==> src/sv/mfd_pkg.sv <==
// Shared types and constants for the motor feedback frame decoder.
`timescale 1ns / 1ps
package mfd_pkg;

  localparam int unsigned IDX_W = 4;
  localparam int unsigned DIR_W = 12;
  localparam int unsigned ADDR_W = 5;

  // Command codes carried above the motor nibble of the identifier.
  localparam logic [6:0] CMD_COMBO_LO = 7'h09;
  localparam logic [6:0] CMD_COMBO_HI = 7'h0B;
  localparam logic [6:0] CMD_POSITION = 7'h0C;
  localparam logic [6:0] CMD_VELOCITY = 7'h0D;
  localparam logic [6:0] CMD_TORQUE = 7'h0E;
  localparam logic [3:0] COMBO_LENGTH = 4'd8;

  // Register indexes on the configuration port.
  localparam logic [2:0] REG_POS_RATIO = 3'd0;
  localparam logic [2:0] REG_VEL_RATIO = 3'd1;
  localparam logic [2:0] REG_TOR_RATIO = 3'd2;
  localparam logic [2:0] REG_JUMP_LIMIT = 3'd3;
  localparam logic [2:0] REG_DIR_MASK = 3'd4;

  // Operation kinds handed from the front to the back.
  typedef enum logic [2:0] {
    K_NONE  = 3'd0,
    K_ZERO  = 3'd1,
    K_OTHER = 3'd2,
    K_POS   = 3'd3,
    K_VEL   = 3'd4,
    K_TOR   = 3'd5,
    K_COMBO = 3'd6
  } kind_e;

  typedef struct packed {
    kind_e             kind;
    logic [IDX_W-1:0]  idx;
    logic              chan;
    logic              f_neg;
    logic [31:0]       f_mag;
    logic              t_neg;
    logic [15:0]       t_mag;
    logic              v_neg;
    logic [15:0]       v_mag;
    logic [31:0]       offset;
  } op_t;

endpackage

==> src/sv/mfd_front.sv <==
// Front end: classifies a beat and converts its raw fields to magnitudes.
`timescale 1ns / 1ps
module mfd_front import mfd_pkg::*; #(
  parameter int unsigned MOTOR_COUNT = 12
) (
  input  logic             opcode_i,
  input  logic             bus_channel_i,
  input  logic [10:0]      frame_id_i,
  input  logic [3:0]       frame_length_i,
  input  logic [31:0]      bytes_low_i,
  input  logic [31:0]      bytes_high_i,
  input  logic [3:0]       motor_select_i,
  input  logic [31:0]      offset_value_i,
  output op_t              op_o
);

  // IEEE single to Q16.16 magnitude, rounded half away from zero.
  function automatic logic [32:0] float_q16(input logic [31:0] bits);
    logic [7:0]  e;
    logic [23:0] m;
    logic [8:0]  s;
    logic [4:0]  sh;
    logic [25:0] rnd;
    logic [31:0] mag;
    logic        neg;
    e = bits[30:23];
    m = {1'b0, bits[22:0]};
    neg = bits[31];
    s = '0;
    sh = '0;
    rnd = '0;
    if (e == 8'hFF) begin
      mag = 32'h8000_0000;
      if (bits[22:0] != '0) begin
        mag = '0;
        neg = 1'b0;
      end
    end else begin
      if (e == 8'd0) e = 8'd1;
      else m[23] = 1'b1;
      s = {1'b0, e} - 9'd134;
      if (!s[8] && s >= 9'd8) begin
        mag = 32'h8000_0000;
      end else if (!s[8]) begin
        mag = {8'd0, m} << s[2:0];
      end else if ((9'd0 - s) >= 9'd26) begin
        mag = '0;
      end else begin
        sh = 5'((9'd0 - s));
        rnd = ({2'b0, m} + (26'd1 << (sh - 5'd1))) >> sh;
        mag = {6'd0, rnd};
      end
    end
    if (!neg && mag > 32'h7FFF_FFFF) mag = 32'h7FFF_FFFF;
    if (mag == '0) neg = 1'b0;
    return {neg, mag};
  endfunction

  logic [3:0]  nib;
  logic [6:0]  cmd;
  logic        motor_ok;
  logic [31:0] fsrc;
  logic [32:0] fconv;
  logic [15:0] traw;
  logic [15:0] vraw;

  assign nib = frame_id_i[3:0];
  assign cmd = frame_id_i[10:4];
  assign motor_ok = (nib >= 4'd1) && ({28'd0, nib} <= MOTOR_COUNT);
  assign traw = bytes_low_i[15:0];
  assign vraw = bytes_low_i[31:16];

  always_comb begin
    op_o = '0;
    fsrc = bytes_low_i;
    if (cmd >= CMD_COMBO_LO && cmd <= CMD_COMBO_HI) fsrc = bytes_high_i;
    fconv = float_q16(fsrc);
    op_o.chan = bus_channel_i;
    op_o.f_neg = fconv[32];
    op_o.f_mag = fconv[31:0];
    op_o.t_neg = traw[15];
    op_o.t_mag = traw[15] ? 16'(17'h10000 - {1'b0, traw}) : traw;
    op_o.v_neg = vraw[15];
    op_o.v_mag = vraw[15] ? 16'(17'h10000 - {1'b0, vraw}) : vraw;
    op_o.offset = offset_value_i;
    op_o.kind = K_NONE;
    if (opcode_i) begin
      if ({28'd0, motor_select_i} < MOTOR_COUNT) begin
        op_o.kind = K_ZERO;
        op_o.idx = motor_select_i;
      end
    end else if (motor_ok) begin
      op_o.idx = nib - 4'd1;
      priority if (cmd == CMD_POSITION) op_o.kind = K_POS;
      else if (cmd == CMD_VELOCITY) op_o.kind = K_VEL;
      else if (cmd == CMD_TORQUE) op_o.kind = K_TOR;
      else if (cmd >= CMD_COMBO_LO && cmd <= CMD_COMBO_HI &&
               frame_length_i == COMBO_LENGTH) op_o.kind = K_COMBO;
      else op_o.kind = K_OTHER;
    end
  end

endmodule

==> config.mk <==
export PLATFORM = sky130hd
export DESIGN_NAME = mfd_front
export DESIGN_NICKNAME = d
export VERILOG_FILES = /design/src/sv/mfd_pkg.sv /design/src/sv/mfd_front.sv
export SDC_FILE = /design/constraint.sdc
export NUM_CORES = 1
export LEC_CHECK = 0
export BUFFER_PORTS_ARGS = -buffer_cell sky130_fd_sc_hd__buf_2
export CORE_MARGIN = 3
export CORE_UTILIZATION = 53
export DETAILED_ROUTE_END_ITERATION = 7
export PLACE_DENSITY = 0.9
export SLEW_MARGIN = 25
export SYNTH_ARGS = -nofsm -noshare
export SYNTH_HDL_FRONTEND = slang
export SYNTH_SLANG_ARGS = --single-unit
==> constraint.sdc <==
create_clock -name vclk -period 22.4
set_input_delay 1.12 -clock vclk [all_inputs]
set_output_delay 1.12 -clock vclk [all_outputs]
set_load 0.05 [all_outputs]
Yosys cells after proc, flatten, opt, wreduce, memory -nomap -nowiden:

Cells that the tools add are included.

* memories: 0
* memory bits (writable): 0
* flip-flop bits (word level): 0
* logic and storage cells: 56
* bits in latches: 0
* input port bits: 117
* memory bits (read-only): 0

* multiply operators: 0
* reduce and logical (&&, ||, !) cells: 10
* multiplexer cells: 23
* bitwise logic cells: 0
* order comparisons: 8
* $add $sub $neg: 7
* equality and inequality tests: 5
* shift-type cells: 3
* div/mod/pow operators: 0

Operators by type and width (count)
* $mux W32: 6
* $gt A32 B31 Y1 const B: 1
* $logic_not A32 Y1: 1
* $mux W16: 2
* $shl A24 B3 Y32: 1
* $sub A1 B16 Y16 const A: 2
* $add A24 B26 Y26: 1
* $mux W26: 1
* $shl A1 B5 Y26 const A: 1
* $shr A26 B5 Y26: 1
* $reduce_bool A23 Y1: 1
* $eq A7 B4 Y1 const B: 3
* $mux W8: 2
* $mux W7: 2
* $mux W3: 4
* $ge A9 B4 Y1 const B: 1
* $ge A9 B5 Y1 const B: 1
* $sub A1 B9 Y9 const A: 1
* $sub A8 B8 Y9 const B: 1
* $eq A8 B8 Y1 const B: 1
* $logic_not A8 Y1: 1
* $ge A7 B4 Y1 const B: 1
* $le A7 B4 Y1 const B: 1
* $logic_and A1 B1 Y1: 5
* other kinds (9): 14

Depth between registers and ports, before layout:

* word-level depth: 21
* gate-level depth with buffers: 33
* gate-level depth less buffers: 26

Worst setup path after synthesis:

Ideal clock, no wire load.

* path kind: input to output
* start: input frame_id_i[9]
* end: output op_o[98] (netlist name)
* data required time: 21.280 ns
* buffers on the path: 7
* slack: 12.199 ns
* stages: 33
* data arrival time: 9.081 ns
* cell sequence: nor4b_4 nand2_2 buf_2 buf_4 buf_6 nand2_1 nand2_1 inv_1 clkbuf_1 buf_1 ha_1 clkbuf_1 inv_1 o31ai_4 nand2_1 xor2_1 nand2b_1 clkbuf_1 nor2_1 ha_1 fa_1 a21oi_1 o21ai_1 a22oi_1 mux2_2 nor3_1 a21o_1 o21a_1 a22oi_1 o22a_1 o221ai_1 and4b_1 a211oi_1

RTL lines
* start, declared: line mfd_front.sv:8 `input logic [10:0] frame_id_i,`
* end, declared: line mfd_front.sv:14 `output op_t op_o`

==> out/qor.tcl <==
set qor(cts_repair_resize_count) 0
set qor(cts_setup_buffers) 0
set qor(setup_repair_after_global_routing_missed_its_margin) {false}
set qor(post_synth_inst_count) 1096
set qor(final_cells) 1317
set qor(cell_type_group_with_the_largest_total_delay_on_the_critical_path) {simple AND/OR/NAND/NOR gates}
set qor(worst_slew_pin_tran_ns) 0.946
set qor(critPathLaunchType) {primary input}
set qor(placement_rows) 41
set qor(overall_die_area_um2) 14700
set qor(post_synthesis_cell_type_count) 90
set qor(starting_density_of_the_core_pct) 54.9
set qor(synth.net_count) 1246
set qor(core-area_um2) 12800
set qor(fin_setup_tns_ns) 0
set qor(port_buffers) 158
set qor(max_slew_margin_pct) 36.8
set qor(grt_first_pass_wirelength_um) 43400
set qor(shortest_clock_period_the_worst_path_allows_after_layout_ns) 11.29
set qor(antenna_violations_before_repair) 0
set qor(drtPass1Iterations) 7
set qor(synthesized_area_divided_by_synthesized_cell_count_um2) 6.42
set qor(maxSlewViolCount) 0
set qor(crit_slowest_cell) {nand2_1}
set qor(synth-warning-count) 0
set qor(layout.clock_buffers) 0
set qor(critical_path_peak_fanout) 35
set qor(cts-hold-fix-buffers) 0
set qor(worstPathBufferInverterCount) 5
set qor(timing.max_cap.violations) 0
set qor(worst_setup_path_startpoint) {frame_id_i[9]}
set qor(worst_ep_arrival_time_ns) 10.17
set qor(nets) 1297
set qor(slowest_delay_ns) 0.71
set qor(wire_per_inst_um) 21.4
set qor(synthesis.area_um2) 7040
set qor(finalWorstSetupSlack_ns) 11.11
set qor(period_share_pct) 50.4
set qor(detail_route.wirelength_um) 28200
set qor(route.detailed.drc) 0
set qor(post_route_cells_drive_above_1_share_pct) 20.0
set qor(achievable-frequency_mhz) 88.6
set qor(globalRouteTotalUtil_pct) 36.0
set qor(gp_congestion) 1.09
set qor(numSequentialCells) 0
set qor(post-dp-hpwl_um) 22200
set qor(die_height_um) 121
set qor(place.detailed.instances) 1317
set qor(antenna-diode-count) 0
set qor(min-delay-start) {offset_value_i[23]}
set qor(antenna_violating_nets_post_route) 0
set qor(report.final.setup_viol) 0
set qor(timing_worst_setup_path_type) {in -> out}
set qor(seqCellArea_um2) 0
set qor(worstSetupEndpointType) {output port}
set qor(ios) 224
set qor(report.final.hold_viol_count) 0
set qor(most_used_cell_along_the_critical_path) {nand2_1}
set qor(worst_hold_path_type) {in -> out}
set qor(initialDrtViolationCount) 1434
set qor(cp_required_ns) 21.28
set qor(final.hold.worst_slack_ns) 2.24
set qor(pin_count_of_the_biggest_net_entering_global_routing) 62
set qor(vdd_ir_drop_max_uv) 12.9
set qor(pre_cts_ws_ns) 11.46
set qor(syn_to_final_growth_pct) 6.49
set qor(dr_total_vias) 9292
set qor(outcome) {finished clean}
set qor(pwr_density_cell_nw_per_um2) 33.3
set qor(via_count_of_the_first_global_routing_pass) 8209
set qor(drt-vias-per-instance) 7.06
set qor(floorplan.die.width_um) 121
set qor(overflow) 0
set qor(standby_leakage_power_nw) 3.29
set qor(synth_sequential_area_ratio_pct) 0
==> power by group <==
| group | switching (W) | total, W | leakage [nW] | internal, W |
|---|---|---|---|---|
| Clock | 0 | 0 | 0 | 0 |
| Sequential | 0 | 0 | 0 | 0 |
| Combinational | 0.000175 | 0.000250 | 3.29 | 0.0000750 |
==> through the flow <==
step                      instance area [um^2]  total power, W  util [%]
after floorplan                           7040        0.000194         -
after global placement                    7490        0.000239      58.4
after detailed placement                  7490        0.000240      58.4
after CTS                                 7490        0.000241      58.4
after global routing                      7490        0.000264      58.4
final                                     7490        0.000250      58.4
==> routing by layer <==
metal,GRT usage (%),vias to the layer above,wire length [um]
li1,-,4217,-
met1,45.1,4181,10500
met2,60.0,759,12600
met3,5.27,135,3320
met4,17.8,0,1720
met5,0,-,0
==> final timing paths <==
path	cells past startpoint	slack, ns	endpoint
worst min-delay path	0	2.24	op_o[23]
worst max-delay path	29	11.11	op_o[98]
==> final cells by class <==
type / instances / area (um^2)
inverter: 36 / 135
timing repair buffer: 167 / 858
multi-input combinational: 942 / 6290
fill: 1287 / 5330
tap: 172 / 215
==> synth_stat cells (5+ instances only) <==
cell type / number / area, um^2
and4_1: 5 / 43.8
a221oi_1: 7 / 61.3
or3_1: 7 / 43.8
a22oi_1: 11 / 82.6
o22ai_1: 6 / 37.5
o21bai_1: 6 / 45.0
a21oi_1: 82 / 410
a32oi_1: 6 / 52.6
inv_1: 35 / 131
ha_1: 32 / 400
nand2_1: 118 / 443
xnor2_1: 40 / 350
nand2b_1: 15 / 93.8
a211oi_1: 25 / 188
mux2i_1: 40 / 400
and3_1: 6 / 37.5
nand4_1: 16 / 100
nor3_1: 45 / 225
nand3b_1: 5 / 37.5
o221a_2: 6 / 67.6
nand3_1: 29 / 145
o221ai_1: 8 / 70.1
mux2_2: 21 / 236
and2_1: 9 / 56.3
o31ai_1: 14 / 105
buf_4: 39 / 293
clkbuf_1: 51 / 191
nor2_1: 94 / 353
o21a_1: 11 / 82.6
a2bb2oi_1: 6 / 52.6
or2_2: 7 / 43.8
a31oi_1: 17 / 106
o21ai_1: 14 / 70.1
buf_1: 8 / 30.0
xor2_1: 20 / 175
buf_2: 17 / 85.1
a21o_1: 10 / 75.1
a2111oi_0: 6 / 52.6
o211ai_1: 13 / 97.6
o21ai_0: 69 / 345
nor4_1: 23 / 144
==> cell families (layout without fill, tap and decap cells) <==
logic type,count (synthesis),after routing,synth area share (%)
AOI/OAI and AO/OA,377,377,36.5
adders and majority gates,33,33,5.97
muxes,67,67,10.5
xor gates and xnor gates,60,60,7.47
and+or+nand+nor,405,405,28.6
buffers and inverters,154,203,10.9
==> placed cells by master (no fill, tap or decap), drive strengths merged, types with 5 or more instances in the layout <==
cell type  count
nor3          45
a21oi         83
nand3b         5
xor2          20
o21a          11
nor4          23
o221a          7
ha            32
inv           36
o221ai         8
nand3         29
or2            8
and3           6
nand2        119
a22oi         11
o31ai         15
a31oi         17
nor4b          5
o22ai          6
nand2b        15
a221oi         7
o211ai        13
a211oi        27
a2111oi        6
mux2          23
mux2i         42
o21ai         84
nand4         16
and2          12
a32oi          6
and4           5
buf          167
or3            7
xnor2         40
nor2          96
o21bai         6
a21o          10
a2bb2oi        6
(Power assumes the default switching activity.)
