<file path="src/sv/mfd_pkg.sv">
// Shared types and constants for the motor feedback frame decoder.
`timescale 1ns / 1ps
package mfd_pkg;

  localparam int unsigned IDX_W = 4;
  localparam int unsigned DIR_W = 12;
  localparam int unsigned ADDR_W = 5;

  // Command codes carried above the motor nibble of the identifier.
  localparam logic [6:0] CMD_COMBO_LO = 7'h09;
  localparam logic [6:0] CMD_COMBO_HI = 7'h0B;
  localparam logic [6:0] CMD_POSITION = 7'h0C;
  localparam logic [6:0] CMD_VELOCITY = 7'h0D;
  localparam logic [6:0] CMD_TORQUE = 7'h0E;
  localparam logic [3:0] COMBO_LENGTH = 4'd8;

  // Register indexes on the configuration port.
  localparam logic [2:0] REG_POS_RATIO = 3'd0;
  localparam logic [2:0] REG_VEL_RATIO = 3'd1;
  localparam logic [2:0] REG_TOR_RATIO = 3'd2;
  localparam logic [2:0] REG_JUMP_LIMIT = 3'd3;
  localparam logic [2:0] REG_DIR_MASK = 3'd4;

  // Operation kinds handed from the front to the back.
  typedef enum logic [2:0] {
    K_NONE  = 3'd0,
    K_ZERO  = 3'd1,
    K_OTHER = 3'd2,
    K_POS   = 3'd3,
    K_VEL   = 3'd4,
    K_TOR   = 3'd5,
    K_COMBO = 3'd6
  } kind_e;

  typedef struct packed {
    kind_e             kind;
    logic [IDX_W-1:0]  idx;
    logic              chan;
    logic              f_neg;
    logic [31:0]       f_mag;
    logic              t_neg;
    logic [15:0]       t_mag;
    logic              v_neg;
    logic [15:0]       v_mag;
    logic [31:0]       offset;
  } op_t;

endpackage

</file>
<file path="src/sv/mfd_queue.sv">
// Two-entry queue between the front end and the back end.
`timescale 1ns / 1ps
module mfd_queue import mfd_pkg::*; (
  input  logic clk_i,
  input  logic rst_ni,
  input  logic push_i,
  input  op_t  op_i,
  output logic full_o,
  output logic valid_o,
  input  logic pop_i,
  output op_t  op_o
);

  op_t        mem_q [2];
  logic       wr_q, wr_d;
  logic       rd_q, rd_d;
  logic [1:0] cnt_q, cnt_d;

  assign full_o = (cnt_q == 2'd2);
  assign valid_o = (cnt_q != 2'd0);
  assign op_o = mem_q[rd_q];

  always_comb begin
    wr_d = wr_q ^ push_i;
    rd_d = rd_q ^ pop_i;
    cnt_d = cnt_q + {1'b0, push_i} - {1'b0, pop_i};
  end

  always_ff @(posedge clk_i or negedge rst_ni) begin
    if (!rst_ni) begin
      wr_q <= 1'b0;
      rd_q <= 1'b0;
      cnt_q <= '0;
    end else begin
      wr_q <= wr_d;
      rd_q <= rd_d;
      cnt_q <= cnt_d;
    end
  end

  always_ff @(posedge clk_i) begin
    if (push_i) begin
      mem_q[wr_q] <= op_i;
    end
  end

endmodule

</file>
<file path="config.mk">
export PLATFORM = sky130hd
export DESIGN_NAME = mfd_queue
export DESIGN_NICKNAME = d
export VERILOG_FILES = /design/src/sv/mfd_pkg.sv /design/src/sv/mfd_queue.sv
export SDC_FILE = /design/constraint.sdc
export NUM_CORES = 1
export LEC_CHECK = 0
export BUFFER_PORTS_ARGS = -buffer_cell sky130_fd_sc_hd__buf_4
export CELL_PAD_IN_SITES_DETAIL_PLACEMENT = 0
export CELL_PAD_IN_SITES_GLOBAL_PLACEMENT = 1
export CORE_ASPECT_RATIO = 0.6
export CORE_UTILIZATION = 44
export CTS_CLUSTER_SIZE = 8
export DETAILED_ROUTE_END_ITERATION = 7
export PLACE_DENSITY_LB_ADDON = 0.1
export SYNTH_ARGS = -nofsm -noshare
export SYNTH_HDL_FRONTEND = slang
export SYNTH_SLANG_ARGS = --single-unit
</file>
<file path="constraint.sdc">
create_clock -name clk_i -period 4.4 [get_ports clk_i]
set_input_delay 0.22 -clock clk_i [delete_from_list [all_inputs] [get_ports clk_i]]
set_output_delay 0.22 -clock clk_i [all_outputs]
set_load 0.02 [all_outputs]
</file>
; Yosys cells after proc, flatten, opt, wreduce, memory -nomap -nowiden
; Memory sizes are Yosys's and may differ from the RTL's.
; Cells that the tools add are included.
[op_classes]
eq_ne = 1
n_reduce_logical = 1
muxes = 2
add_sub_neg = 2
bitwise_logic = 2
[ops]
columns = operator, n
row1 = $add 2x1->2, 1
row2 = $eq 2x2->1 const B, 1
row3 = $mux 1, 2
row4 = $reduce_bool 2->1, 1
row5 = $sub 2x1->2, 1
row6 = $xor 1x1->1, 2
[totals]
out_inout_bits = 109
ramBits = 214
inputBits = 111
reg_bits = 4
memories = 1
elab_cells = 12
[mem_list]
columns = name, words, width, rd, rd_ports_with_merged_regs, write_ports, line_no
row1 = mem_q, 2, 107, 1, 0, 1, mfd_queue.sv:14  ; op_t mem_q [2];

; Logic depth before layout (Yosys ltp)
; Gate-level depths: netlist (run 1).
[depth]
depth_word = 2
mapped_depth = 5
depth_no_buf = 5

; Least setup slack after synthesis (run 1)
; OpenSTA, ideal clock, no wires.
[synth_timing]
path_kind = register -> register
startpoint = register wr_q
endpoint = memory mem_q[0][0] in the netlist's numbering, enable pin
required_time_ns = 3.921
path_stages_with_launch = 3
n_path_buf = 0
setup_slack_ns = 0.988
setup_time_ns = 0.479
arrival_ns = 2.933
period_less_slack_ns = 3.412
path_cell_list = dfrtp_1 > inv_1 > ha_1
[synth_lines]
columns = item, line_no
row1 = start: declaration, mfd_queue.sv:15  ; logic wr_q, wr_d;
row2 = start signal: assignment, mfd_queue.sv:35  ; wr_q <= wr_d;
row3 = end: declaration, mfd_queue.sv:14
; No word-level cell before the write port.

==> results of run 1 <==
==> registers in the layout, summed over array words and instances (netlist names) <==
name	count
mem_q	214
cnt_q	2
wr_q	1
rd_q	1
==> final timing paths <==
check	startpoint	end	slack, ns	cells after the start
worst min-delay path	rst_ni	cnt_q[1]$_DFF_PN0_	0.05	2
worst min register to register	cnt_q[1]$_DFF_PN0_	cnt_q[1]$_DFF_PN0_	0.61	1
worst max-delay path	rd_q$_DFF_PN0_	op_o[47]	1.49	3
min in group clk_i	op_i[105]	mem_q[0][105]$_DFFE_PP_	0.43	2
max in group asynchronous	rst_ni	rd_q$_DFF_PN0_	4.23	2
worst max register to register	wr_q$_DFF_PN0_	mem_q[0][66]$_DFFE_PP_	2.24	3
==> kinds of logic (layout without fill, tap and decap cells) <==
family	after synthesis	after routing	synth area share
AND/OR/NAND/NOR	2	2	0.00156
other	0	1	0
buffers and inverters	16	383	0.0125
adder cells (fa/ha/maj)	4	4	0.00626
flip-flops	218	218	0.816
multiplexers	107	107	0.160
XOR/XNOR	2	2	0.00407
==> final cells by class <==
cell class | count | area [µm²]
Clock buffer | 43 | 821
Multi-Input combinational cell | 115 | 1400
Sequential cell | 218 | 6530
Fill cell | 1179 | 5590
Clock inverter | 1 | 8.76
Tap cell | 234 | 293
Inverter | 4 | 15.0
Antenna cell | 1 | 2.50
Timing Repair Buffer | 335 | 2790
==> synthesized netlist by cell type (all sizes together) <==
library cell	count	area share
buf	12	0.011
inv	4	0.0019
nor2b	1	0.00078
or2	1	0.00078
mux2	107	0.16
edfxtp	214	0.80
dfrtp	4	0.013
xor3	1	0.0030
xor2	1	0.0011
ha	4	0.0063
==> timing repair <==
| item | 4_1_cts | 5_1_grt |
|---|---|---|
| endpoints found under the setup margin | 0 | 0 |
| hold buffers | 110 | 0 |
| setup buffers | 0 | 0 |
| hold endpoints to repair | 220 | 0 |
==> routing by layer <==
layer | vias up | track usage
met5 | - | 0
met4 | 0 | 0.0472
met3 | 26 | 0.0690
met2 | 169 | 0.279
met1 | 2206 | 0.236
li1 | 2097 | -
==> metrics by stage <==
step | cell area [µm²] | instances | setup slack (ns) | utilization | hold WS (ns)
final | 11900 | 951 | 1.49 | 0.680 | 0.0450
after global routing | 11900 | 950 | 1.35 | 0.679 | 0.0384
after CTS | 11900 | 950 | 1.45 | 0.679 | 0.0199
after detailed placement | 9930 | 796 | 2.01 | 0.569 | 0.0222
after floorplan | 8000 | 349 | 0.988 | - | -0.0756
after global placement | 9930 | 796 | 2.03 | 0.569 | 0.0204
==> where the power goes <==
| part | total (mW) | leakage [nW] | switching [mW] | internal (mW) |
|---|---|---|---|---|
| combinational | 2.45 | 2.12 | 1.24 | 1.20 |
| clock | 2.02 | 0.400 | 0.759 | 1.26 |
| sequential | 2.99 | 2.05 | 0.228 | 2.77 |
| total | 7.46 | 4.58 | 2.23 | 5.23 |
==> impl_results.html, run 1 <==
<table>
<tr><th>Metric</th><th>Value</th></tr>
<tr><th colspan="2">Status</th></tr>
<tr><td>Result of the run</td><td>complete, no violations</td></tr>
<tr><th colspan="2">Setup path</th></tr>
<tr><td>Slowest cell delay on critical path</td><td>1.10 ns</td></tr>
<tr><td>Cell-by-cell trace of the critical path</td><td>buf_4 &gt; mux2_2 &gt; buf_4</td></tr>
<tr><td>Worst Path Arrival</td><td>2.69 ns</td></tr>
<tr><td>Kind of cell adding the most delay to the critical path</td><td>flip-flops</td></tr>
<tr><td>Critical path buffers and inverters</td><td>2</td></tr>
<tr><td>Kind of start point of the critical path</td><td>flip-flop</td></tr>
<tr><td>Critical Path RT</td><td>4.18 ns</td></tr>
<tr><td>Worst Path Max Fanout</td><td>74</td></tr>
<tr><td>Cell with the biggest individual delay on the critical path</td><td>dfrtp_4</td></tr>
<tr><td>Critical Setup Path Class</td><td>flip-flop to output pin</td></tr>
<tr><td>Endpoint class of the critical path</td><td>output pin</td></tr>
<tr><td>Most frequent CP cell</td><td>buf_4</td></tr>
<tr><th colspan="2">Final layout</th></tr>
<tr><td>Highest-count cells in the layout ignoring fill and taps</td><td>buf_4, edfxtp_1, dlygate4sd3_1</td></tr>
<tr><td>Commonest non-fill, non-tap cell in the layout</td><td>buf_4</td></tr>
<tr><td>Count of nets after finishing</td><td>820</td></tr>
<tr><td>Synth-to-Final Area Change</td><td>48.2%</td></tr>
<tr><td>Layout cell share with drive strength beyond 1</td><td>0.514</td></tr>
<tr><th colspan="2">Clock tree</th></tr>
<tr><td>TritonCTS clock tree</td><td>built</td></tr>
<tr><td>Num CTS Buffers</td><td>31</td></tr>
<tr><td>Clk sinks</td><td>~220</td></tr>
<tr><td>Number of buffers on the longest clock path</td><td>3</td></tr>
<tr><td>Latest clock arrival within the worst-skew pair</td><td>~0.51 ns</td></tr>
<tr><td>Root buffer cell</td><td>clkbuf_16</td></tr>
<tr><td>Level count of the clock H-tree</td><td>1</td></tr>
<tr><td>Clock transition at the registers of the reported paths</td><td>approximately 0.05 ns</td></tr>
<tr><td>Quantity of gates resized following cts</td><td>0</td></tr>
<tr><th colspan="2">STA</th></tr>
<tr><td>Slew Viols, Final</td><td>0</td></tr>
<tr><td>Fin. Hold Viols</td><td>0</td></tr>
<tr><td>Final clock period utilization by the worst path</td><td>0.661</td></tr>
<tr><td>Final setup TNS</td><td>0 ns</td></tr>
<tr><td>Slew headroom</td><td>0.269</td></tr>
<tr><td>Worst Clk Skew</td><td>0.00617 ns</td></tr>
<tr><td>Minimum period implied by the final worst setup slack</td><td>2.91 ns</td></tr>
<tr><td>Unrepaired setup endpoints after global routing</td><td>false</td></tr>
<tr><td>Total setup violations reported at the end of the flow</td><td>0</td></tr>
<tr><td>Fmax</td><td>0.344 GHz</td></tr>
<tr><td>Slew at the pin with the worst max-slew slack</td><td>1.10 ns</td></tr>
<tr><th colspan="2">Synth</th></tr>
<tr><td>Synthesized area per cell</td><td>22.9 µm²</td></tr>
<tr><td>Number of nets produced by synthesis</td><td>464</td></tr>
<tr><td>Synthesis-stage register bit count</td><td>218</td></tr>
<tr><td>Proportion of synthesized chip area in sequential cells</td><td>0.816</td></tr>
<tr><td>Total of warnings raised by yosys</td><td>0</td></tr>
<tr><td>Instance count of the mapped netlist</td><td>roughly 350</td></tr>
<tr><td>Netlist Area Pre-Place</td><td>between 8000 and 9000 µm²</td></tr>
<tr><td>Number of distinct library cells after synthesis</td><td>12</td></tr>
<tr><th colspan="2">Die</th></tr>
<tr><td>Area of the placeable core</td><td>17,500 µm²</td></tr>
<tr><td>DIE AREA</td><td>approximately 19,000 µm²</td></tr>
<tr><td>Floorplan die height</td><td>106 µm</td></tr>
<tr><td>Starting utilization of the core area</td><td>0.458</td></tr>
<tr><td>Number of top-level pins</td><td>220</td></tr>
<tr><td>Cell row count</td><td>37</td></tr>
<tr><td>Die width</td><td>176 µm</td></tr>
<tr><th colspan="2">Power and ir drop</th></tr>
<tr><td>Peak ir drop on the vdd network</td><td>between 300 and 400 µV</td></tr>
<tr><td>Static leakage</td><td>4.58 nW</td></tr>
<tr><td>Total power</td><td>7.46 mW</td></tr>
<tr><td>Power Density</td><td>629 nW/µm²</td></tr>
<tr><th colspan="2">Route</th></tr>
<tr><td>Number of DRC markers after the initial detailed-route iteration</td><td>218</td></tr>
<tr><td>Number of vias in the routed layout</td><td>4,498</td></tr>
<tr><td>Number of nets with antenna violations after detailed routing</td><td>0</td></tr>
<tr><td>DRC violation count after routing</td><td>0</td></tr>
<tr><td>Mean number of vias per cell</td><td>4.73</td></tr>
<tr><td>Met3 routed WL</td><td>1.67 mm</td></tr>
<tr><td>First drt pass iteration count</td><td>4</td></tr>
<tr><td>Wire length on met1</td><td>7.11 mm</td></tr>
<tr><td>Wirelength per Cell</td><td>between 15 and 20 µm</td></tr>
<tr><td>Wirelength, routed</td><td>about 17 mm</td></tr>
<tr><td>Wire length on met2</td><td>7.57 mm</td></tr>
<tr><td>Highest Signal Layer</td><td>met4</td></tr>
<tr><th colspan="2">GRT</th></tr>
<tr><td>Total global routing overflow</td><td>0</td></tr>
<tr><td>Maximum number of pins on one net before global-route repair</td><td>76</td></tr>
<tr><td>Wire length of the first global-routing pass</td><td>between 20 and 30 mm</td></tr>
<tr><td>Global routing usage summed across all routing layers</td><td>0.179</td></tr>
<tr><td>Vias in the first global route</td><td>4,797</td></tr>
<tr><td>Antenna violations before repair</td><td>1</td></tr>
<tr><th colspan="2">Placement</th></tr>
<tr><td>DP HPWL</td><td>slightly above 10 mm</td></tr>
<tr><td>IO Port Bufs</td><td>219</td></tr>
<tr><td>Placer Congestion</td><td>0.737</td></tr>
<tr><th colspan="2">Job</th></tr>
<tr><td>Count of max-cap constraint violations</td><td>0</td></tr>
<tr><th colspan="2">Worst hold path</th></tr>
<tr><td>Hold WC Path Type</td><td>primary input to asynchronous set/reset pin</td></tr>
</table>
Note: power is estimated with default switching activity, not from simulation.
==> inputs of run 2 (changes only) <==
--- a/config.mk
+++ b/config.mk
@@ -5,11 +5,12 @@
 export SDC_FILE = /design/constraint.sdc
 export NUM_CORES = 1
 export LEC_CHECK = 0
+export ABC_AREA = 1
 export BUFFER_PORTS_ARGS = -buffer_cell sky130_fd_sc_hd__buf_4
 export CELL_PAD_IN_SITES_DETAIL_PLACEMENT = 0
 export CELL_PAD_IN_SITES_GLOBAL_PLACEMENT = 1
 export CORE_ASPECT_RATIO = 0.6
-export CORE_UTILIZATION = 44
+export CORE_UTILIZATION = 42
 export CTS_CLUSTER_SIZE = 8
 export DETAILED_ROUTE_END_ITERATION = 7
 export PLACE_DENSITY_LB_ADDON = 0.1
==> constraint.sdc (replaced) <==
create_clock -name clk_i -period 2.85 [get_ports clk_i]
set_input_delay 0.1425 -clock clk_i [delete_from_list [all_inputs] [get_ports clk_i]]
set_output_delay 0.1425 -clock clk_i [all_outputs]
set_load 0.02 [all_outputs]
==> impl_results.html, run 2 <==
<table>
<tr><th>Metric</th><th>Value</th></tr>
<tr><th colspan="2">Route</th></tr>
<tr><td>Number of vias in the routed layout</td><td>5,332 (+19%)</td></tr>
<tr><td>First drt pass iteration count</td><td>4 (unchanged)</td></tr>
<tr><td>Mean number of vias per cell</td><td>4.41 (-6.8%)</td></tr>
<tr><td>DRC violation count after routing</td><td>0 (unchanged)</td></tr>
<tr><td>Number of DRC markers after the initial detailed-route iteration</td><td>230 (+5.5%)</td></tr>
<tr><td>Wirelength, routed</td><td>17.2 mm (+3.5%)</td></tr>
<tr><td>Wirelength per Cell</td><td>14.2 µm (-19%)</td></tr>
<tr><td>Number of nets with antenna violations after detailed routing</td><td>0 (unchanged)</td></tr>
<tr><th colspan="2">Clock tree</th></tr>
<tr><td>Level count of the clock H-tree</td><td>1 (unchanged)</td></tr>
<tr><td>Num CTS Buffers</td><td>31 (unchanged)</td></tr>
<tr><td>Quantity of gates resized following cts</td><td>0 (unchanged)</td></tr>
<tr><td>Latest clock arrival within the worst-skew pair</td><td>0.53 ns (+0.02 ns)</td></tr>
<tr><td>Count of buffers added by post-CTS timing repair for setup</td><td>0 (unchanged)</td></tr>
<tr><td>Number of buffers on the longest clock path</td><td>3 (unchanged)</td></tr>
<tr><td>TritonCTS clock tree</td><td>built</td></tr>
<tr><td>Clock transition at the registers of the reported paths</td><td>0.05 ns (about the same)</td></tr>
<tr><td>Clk sinks</td><td>218 (unchanged)</td></tr>
<tr><td>Root buffer cell</td><td>clkbuf_16</td></tr>
<tr><th colspan="2">GRT</th></tr>
<tr><td>Met3 demand-to-capacity share in global routing</td><td>0.0526 (-0.0165)</td></tr>
<tr><td>Met1 track utilization from global routing</td><td>0.220 (-0.0161)</td></tr>
<tr><td>Maximum number of pins on one net before global-route repair</td><td>81 (+6.6%)</td></tr>
<tr><td>Most congested layer reported by global routing</td><td>met2</td></tr>
<tr><td>Vias in the first global route</td><td>5,518 (+15%)</td></tr>
<tr><td>Antenna violations before repair</td><td>0 (-1)</td></tr>
<tr><td>Global routing usage summed across all routing layers</td><td>0.170 (-0.00900)</td></tr>
<tr><td>Wire length of the first global-routing pass</td><td>27.3 mm (+7.0%)</td></tr>
<tr><td>Met2 layer usage reported by global route</td><td>0.280 (+0.00111)</td></tr>
<tr><td>Total global routing overflow</td><td>0 (unchanged)</td></tr>
<tr><th colspan="2">Worst hold path</th></tr>
<tr><td>Hold depth</td><td>2</td></tr>
<tr><td>Start point of the worst min-delay path</td><td>op_i[101]</td></tr>
<tr><td>Min-Delay Endpoint</td><td>mem_q[1][101]$_DFFE_PP_</td></tr>
<tr><td>Hold WC Path Type</td><td>primary input to flip-flop</td></tr>
<tr><th colspan="2">Power and ir drop</th></tr>
<tr><td>Power Density</td><td>984 nW/µm² (+56%)</td></tr>
<tr><td>Peak ir drop on the vdd network</td><td>702 µV (+79%)</td></tr>
<tr><td>Static leakage</td><td>5.14 nW (+12%)</td></tr>
<tr><td>Int Power</td><td>7.92 mW (+51%)</td></tr>
<tr><td>Switching power share of the total</td><td>0.341 (+0.0417)</td></tr>
<tr><td>Portion of total power attributed to sequential cells</td><td>0.375 (-0.026)</td></tr>
<tr><td>Fraction of power consumed by the clock network</td><td>0.263 (-0.008)</td></tr>
<tr><td>Total power</td><td>12.0 mW (+61%)</td></tr>
<tr><td>Net switching power</td><td>4.09 mW (+83%)</td></tr>
<tr><td>Portion of total power attributed to combinational logic</td><td>0.362 (+0.034)</td></tr>
<tr><th colspan="2">STA</th></tr>
<tr><td>Unrepaired setup endpoints after global routing</td><td>false</td></tr>
<tr><td>Final setup TNS</td><td>0 ns (unchanged)</td></tr>
<tr><td>Fin. Hold Viols</td><td>0 (unchanged)</td></tr>
<tr><td>Total setup violations reported at the end of the flow</td><td>0 (unchanged)</td></tr>
<tr><td>Fmax</td><td>0.441 GHz</td></tr>
<tr><td>Slew headroom</td><td>0.591 (+0.323)</td></tr>
<tr><td>Hold slack</td><td>0.334 ns (+0.289 ns)</td></tr>
<tr><td>Slew Viols, Final</td><td>0 (unchanged)</td></tr>
<tr><td>Minimum period implied by the final worst setup slack</td><td>2.27 ns</td></tr>
<tr><td>Setup slack of the critical path after layout</td><td>0.583 ns (-0.910 ns)</td></tr>
<tr><td>Worst Clk Skew</td><td>0.0199 ns (+0.0137 ns)</td></tr>
<tr><td>Slew at the pin with the worst max-slew slack</td><td>0.613 ns (-0.484 ns)</td></tr>
<tr><td>Final clock period utilization by the worst path</td><td>0.795</td></tr>
<tr><th colspan="2">Placement</th></tr>
<tr><td>DP HPWL</td><td>10.8 mm (+4.3%)</td></tr>
<tr><td>Placed Instances</td><td>1,052 (+32%)</td></tr>
<tr><td>IO Port Bufs</td><td>219 (unchanged)</td></tr>
<tr><td>Post-Place Setup Slack</td><td>1.13 ns (-0.876 ns)</td></tr>
<tr><td>Placer Congestion</td><td>0.756 (+2.6%)</td></tr>
<tr><td>Placed Instance Area</td><td>10,300 µm² (+3.4%)</td></tr>
<tr><th colspan="2">Final layout</th></tr>
<tr><td>Multi-input gate area in the final layout</td><td>1200 µm² (-14%)</td></tr>
<tr><td>Sequential standard cell area</td><td>6530 µm² (unchanged)</td></tr>
<tr><td>Number of inserted diodes</td><td>0 (-1)</td></tr>
<tr><td>Post-layout util</td><td>0.635 (-0.0443)</td></tr>
<tr><td>Highest-count cells in the layout ignoring fill and taps</td><td>buf_4, edfxtp_1, inv_1</td></tr>
<tr><td>Largest registers</td><td>mem_q (214), cnt_q (2)</td></tr>
<tr><td>Largest register FFs</td><td>214 (unchanged)</td></tr>
<tr><td>Commonest non-fill, non-tap cell in the layout</td><td>buf_4</td></tr>
<tr><td>Synth-to-Final Area Change</td><td>46.5%</td></tr>
<tr><td>Layout cell share with drive strength beyond 1</td><td>0.321 (-0.193)</td></tr>
<tr><td>Fin area</td><td>12,200 µm² (+3.0%)</td></tr>
<tr><td>Final Instance Count excl. Fillers</td><td>1,209 (+27%)</td></tr>
<tr><td>Fillers</td><td>1,490 (+26%)</td></tr>
<tr><td>Register with the most flip-flops</td><td>mem_q</td></tr>
<tr><td>Count of nets after finishing</td><td>1,045 (+27%)</td></tr>
<tr><th colspan="2">Setup path</th></tr>
<tr><td>Critical Path RT</td><td>2.71 ns (-1.47 ns)</td></tr>
<tr><td>Cell-by-cell trace of the critical path</td><td>buf_12 &gt; nand2_1 &gt; o21ai_0 &gt; buf_4</td></tr>
<tr><td>Cell with the biggest individual delay on the critical path</td><td>dfrtp_4</td></tr>
<tr><td>Worst reg2reg path startpoint</td><td>wr_q$_DFF_PN0_</td></tr>
<tr><td>Kind of start point of the critical path</td><td>flip-flop</td></tr>
<tr><td>Endpoint class of the critical path</td><td>output pin</td></tr>
<tr><td>Worst Path Arrival</td><td>2.12 ns (-0.57 ns)</td></tr>
<tr><td>Worst Path Max Fanout</td><td>80 (+8.1%)</td></tr>
<tr><td>Number of cells traversed by the worst register-to-register path</td><td>3 (unchanged)</td></tr>
<tr><td>Critical Setup Path Class</td><td>flip-flop to output pin</td></tr>
<tr><td>Setup slack of the most critical reg-to-reg path</td><td>1.30 ns (-0.94 ns)</td></tr>
<tr><td>Capturing point of the worst reg2reg path</td><td>mem_q[0][39]$_DFFE_PP_</td></tr>
<tr><td>Slowest cell delay on critical path</td><td>0.75 ns (-0.35 ns)</td></tr>
<tr><th colspan="2">Synth</th></tr>
<tr><td>Netlist Area Pre-Place</td><td>8340 µm² (+4.2%)</td></tr>
<tr><td>Count of flip-flops with a built-in enable after synthesis</td><td>214 (unchanged)</td></tr>
<tr><td>Synthesized area per cell</td><td>14.3 µm² (-38%)</td></tr>
<tr><td>Commonest cells in the netlist</td><td>edfxtp_1, inv_1, nand2_1</td></tr>
<tr><td>Post-synth top area cell</td><td>edfxtp_1</td></tr>
<tr><td>Most frequent cell after synthesis</td><td>edfxtp_1</td></tr>
<tr><td>Number of nets produced by synthesis</td><td>698 (+50%)</td></tr>
<tr><td>Instance count of the mapped netlist</td><td>583 (+67%)</td></tr>
<tr><td>Number of distinct library cells after synthesis</td><td>14 (+2)</td></tr>
<tr><td>Proportion of synthesized chip area in sequential cells</td><td>0.783 (-0.0329)</td></tr>
<tr><td>Synthesis-stage register bit count</td><td>218 (unchanged)</td></tr>
<tr><td>Flip-flop cell with the highest count after synthesis</td><td>edfxtp_1</td></tr>
<tr><td>Ranking of synthesized cells by area</td><td>edfxtp_1, inv_1, nand2_1, o21ai_2, o21ai_0</td></tr>
<tr><td>Total of warnings raised by yosys</td><td>0 (unchanged)</td></tr>
<tr><td>Fraction of post-synthesis cell area in the top cell type by area</td><td>0.771 (-0.0324)</td></tr>
<tr><td>Share of async-settable or async-resettable flops after synthesis</td><td>0.0183 (unchanged)</td></tr>
<tr><th colspan="2">Die</th></tr>
<tr><td>Die width</td><td>184 µm (+4.4%)</td></tr>
<tr><td>Cell row count</td><td>39 (+5.4%)</td></tr>
<tr><td>Floorplan die height</td><td>111 µm (+4.4%)</td></tr>
<tr><td>Number of top-level pins</td><td>220 (unchanged)</td></tr>
<tr><td>Starting utilization of the core area</td><td>0.434 (-0.0248)</td></tr>
<tr><td>DIE AREA</td><td>20,400 µm² (+9.0%)</td></tr>
<tr><td>Area of the placeable core</td><td>19,200 µm² (+10%)</td></tr>
<tr><th colspan="2">Job</th></tr>
<tr><td>Count of max-cap constraint violations</td><td>0 (unchanged)</td></tr>
<tr><th colspan="2">Status</th></tr>
<tr><td>Result of the run</td><td>complete, no violations</td></tr>
</table>
==> run 2: what timing repair did <==
| item | 4_1_cts | 5_1_grt |
|---|---|---|
| hold buffers | 111 | 0 |
| hold endpoints to repair | 221 | 0 |
| endpoints found under the setup margin | 0 | 0 |
==> run 2: cells by family (layout without fill, tap and decap cells) <==
| logic type | after synthesis | after routing | synth area share |
|---|---|---|---|
| adders and majority gates | 4 | 4 | 0.00600 |
| and+or+nand+nor | 115 | 115 | 0.0519 |
| AOI/OAI and AO/OA | 107 | 107 | 0.0822 |
| DFF | 218 | 218 | 0.783 |
| buffers and inverters | 138 | 498 | 0.0761 |
| xor gates and xnor gates | 1 | 1 | 0.00105 |
==> run 2: worst max-delay path by stage <==
| stage | startpoint | to | slack [ns] | depth (start not counted) |
|---|---|---|---|---|
| after global placement | rd_q$_DFF_PN0_ | op_o[60] | 1.18 | 4 |
| after CTS | rd_q$_DFF_PN0_ | op_o[12] | 0.53 | 4 |
| after global routing | rd_q$_DFF_PN0_ | op_o[12] | 0.41 | 4 |
| final | rd_q$_DFF_PN0_ | op_o[12] | 0.58 | 4 |
| after detailed placement | rd_q$_DFF_PN0_ | op_o[60] | 1.13 | 4 |
| after floorplan | wr_q$_DFF_PN0_ | mem_q[0][0]$_DFFE_PP_ | 0.59 | 2 |
==> run 2: area by class of cell <==
| type | instances | share of cell area |
|---|---|---|
| Tap cell | 266 | 0.0273 |
| Inverter | 114 | 0.0350 |
| Sequential cell | 218 | 0.535 |
| Clock inverter | 2 | 0.00143 |
| Timing Repair Buffer | 338 | 0.236 |
| Clock buffer | 44 | 0.0675 |
| Multi-Input combinational cell | 227 | 0.0985 |
==> run 2: metal layers <==
metal,part of all wire,vias up
met4,0.018,0
met5,0,-
li1,-,2671
met2,0.47,161
met3,0.073,27
met1,0.44,2473
==> run 2: worst max-delay path, delay by kind of cell, from the launching register on <==
family / cells / cell delay [ns]
flip-flops: 1 / 0.75
AO/OA/AOI/OAI: 1 / 0.15
AND/OR/NAND/NOR: 1 / 0.08
buffers and inverters: 2 / 0.56
==> run 2: power by group through the flow <==
stage	Sequential (mW)	Clock [mW]	Combinational, mW
2_1_floorplan	4.45	0	2.70
3_3_place_gp	4.54	0	4.25
3_5_place_dp	4.57	0	4.29
4_1_cts	4.51	3.27	4.43
5_1_grt	4.57	3.40	4.70
6_report	4.50	3.16	4.35
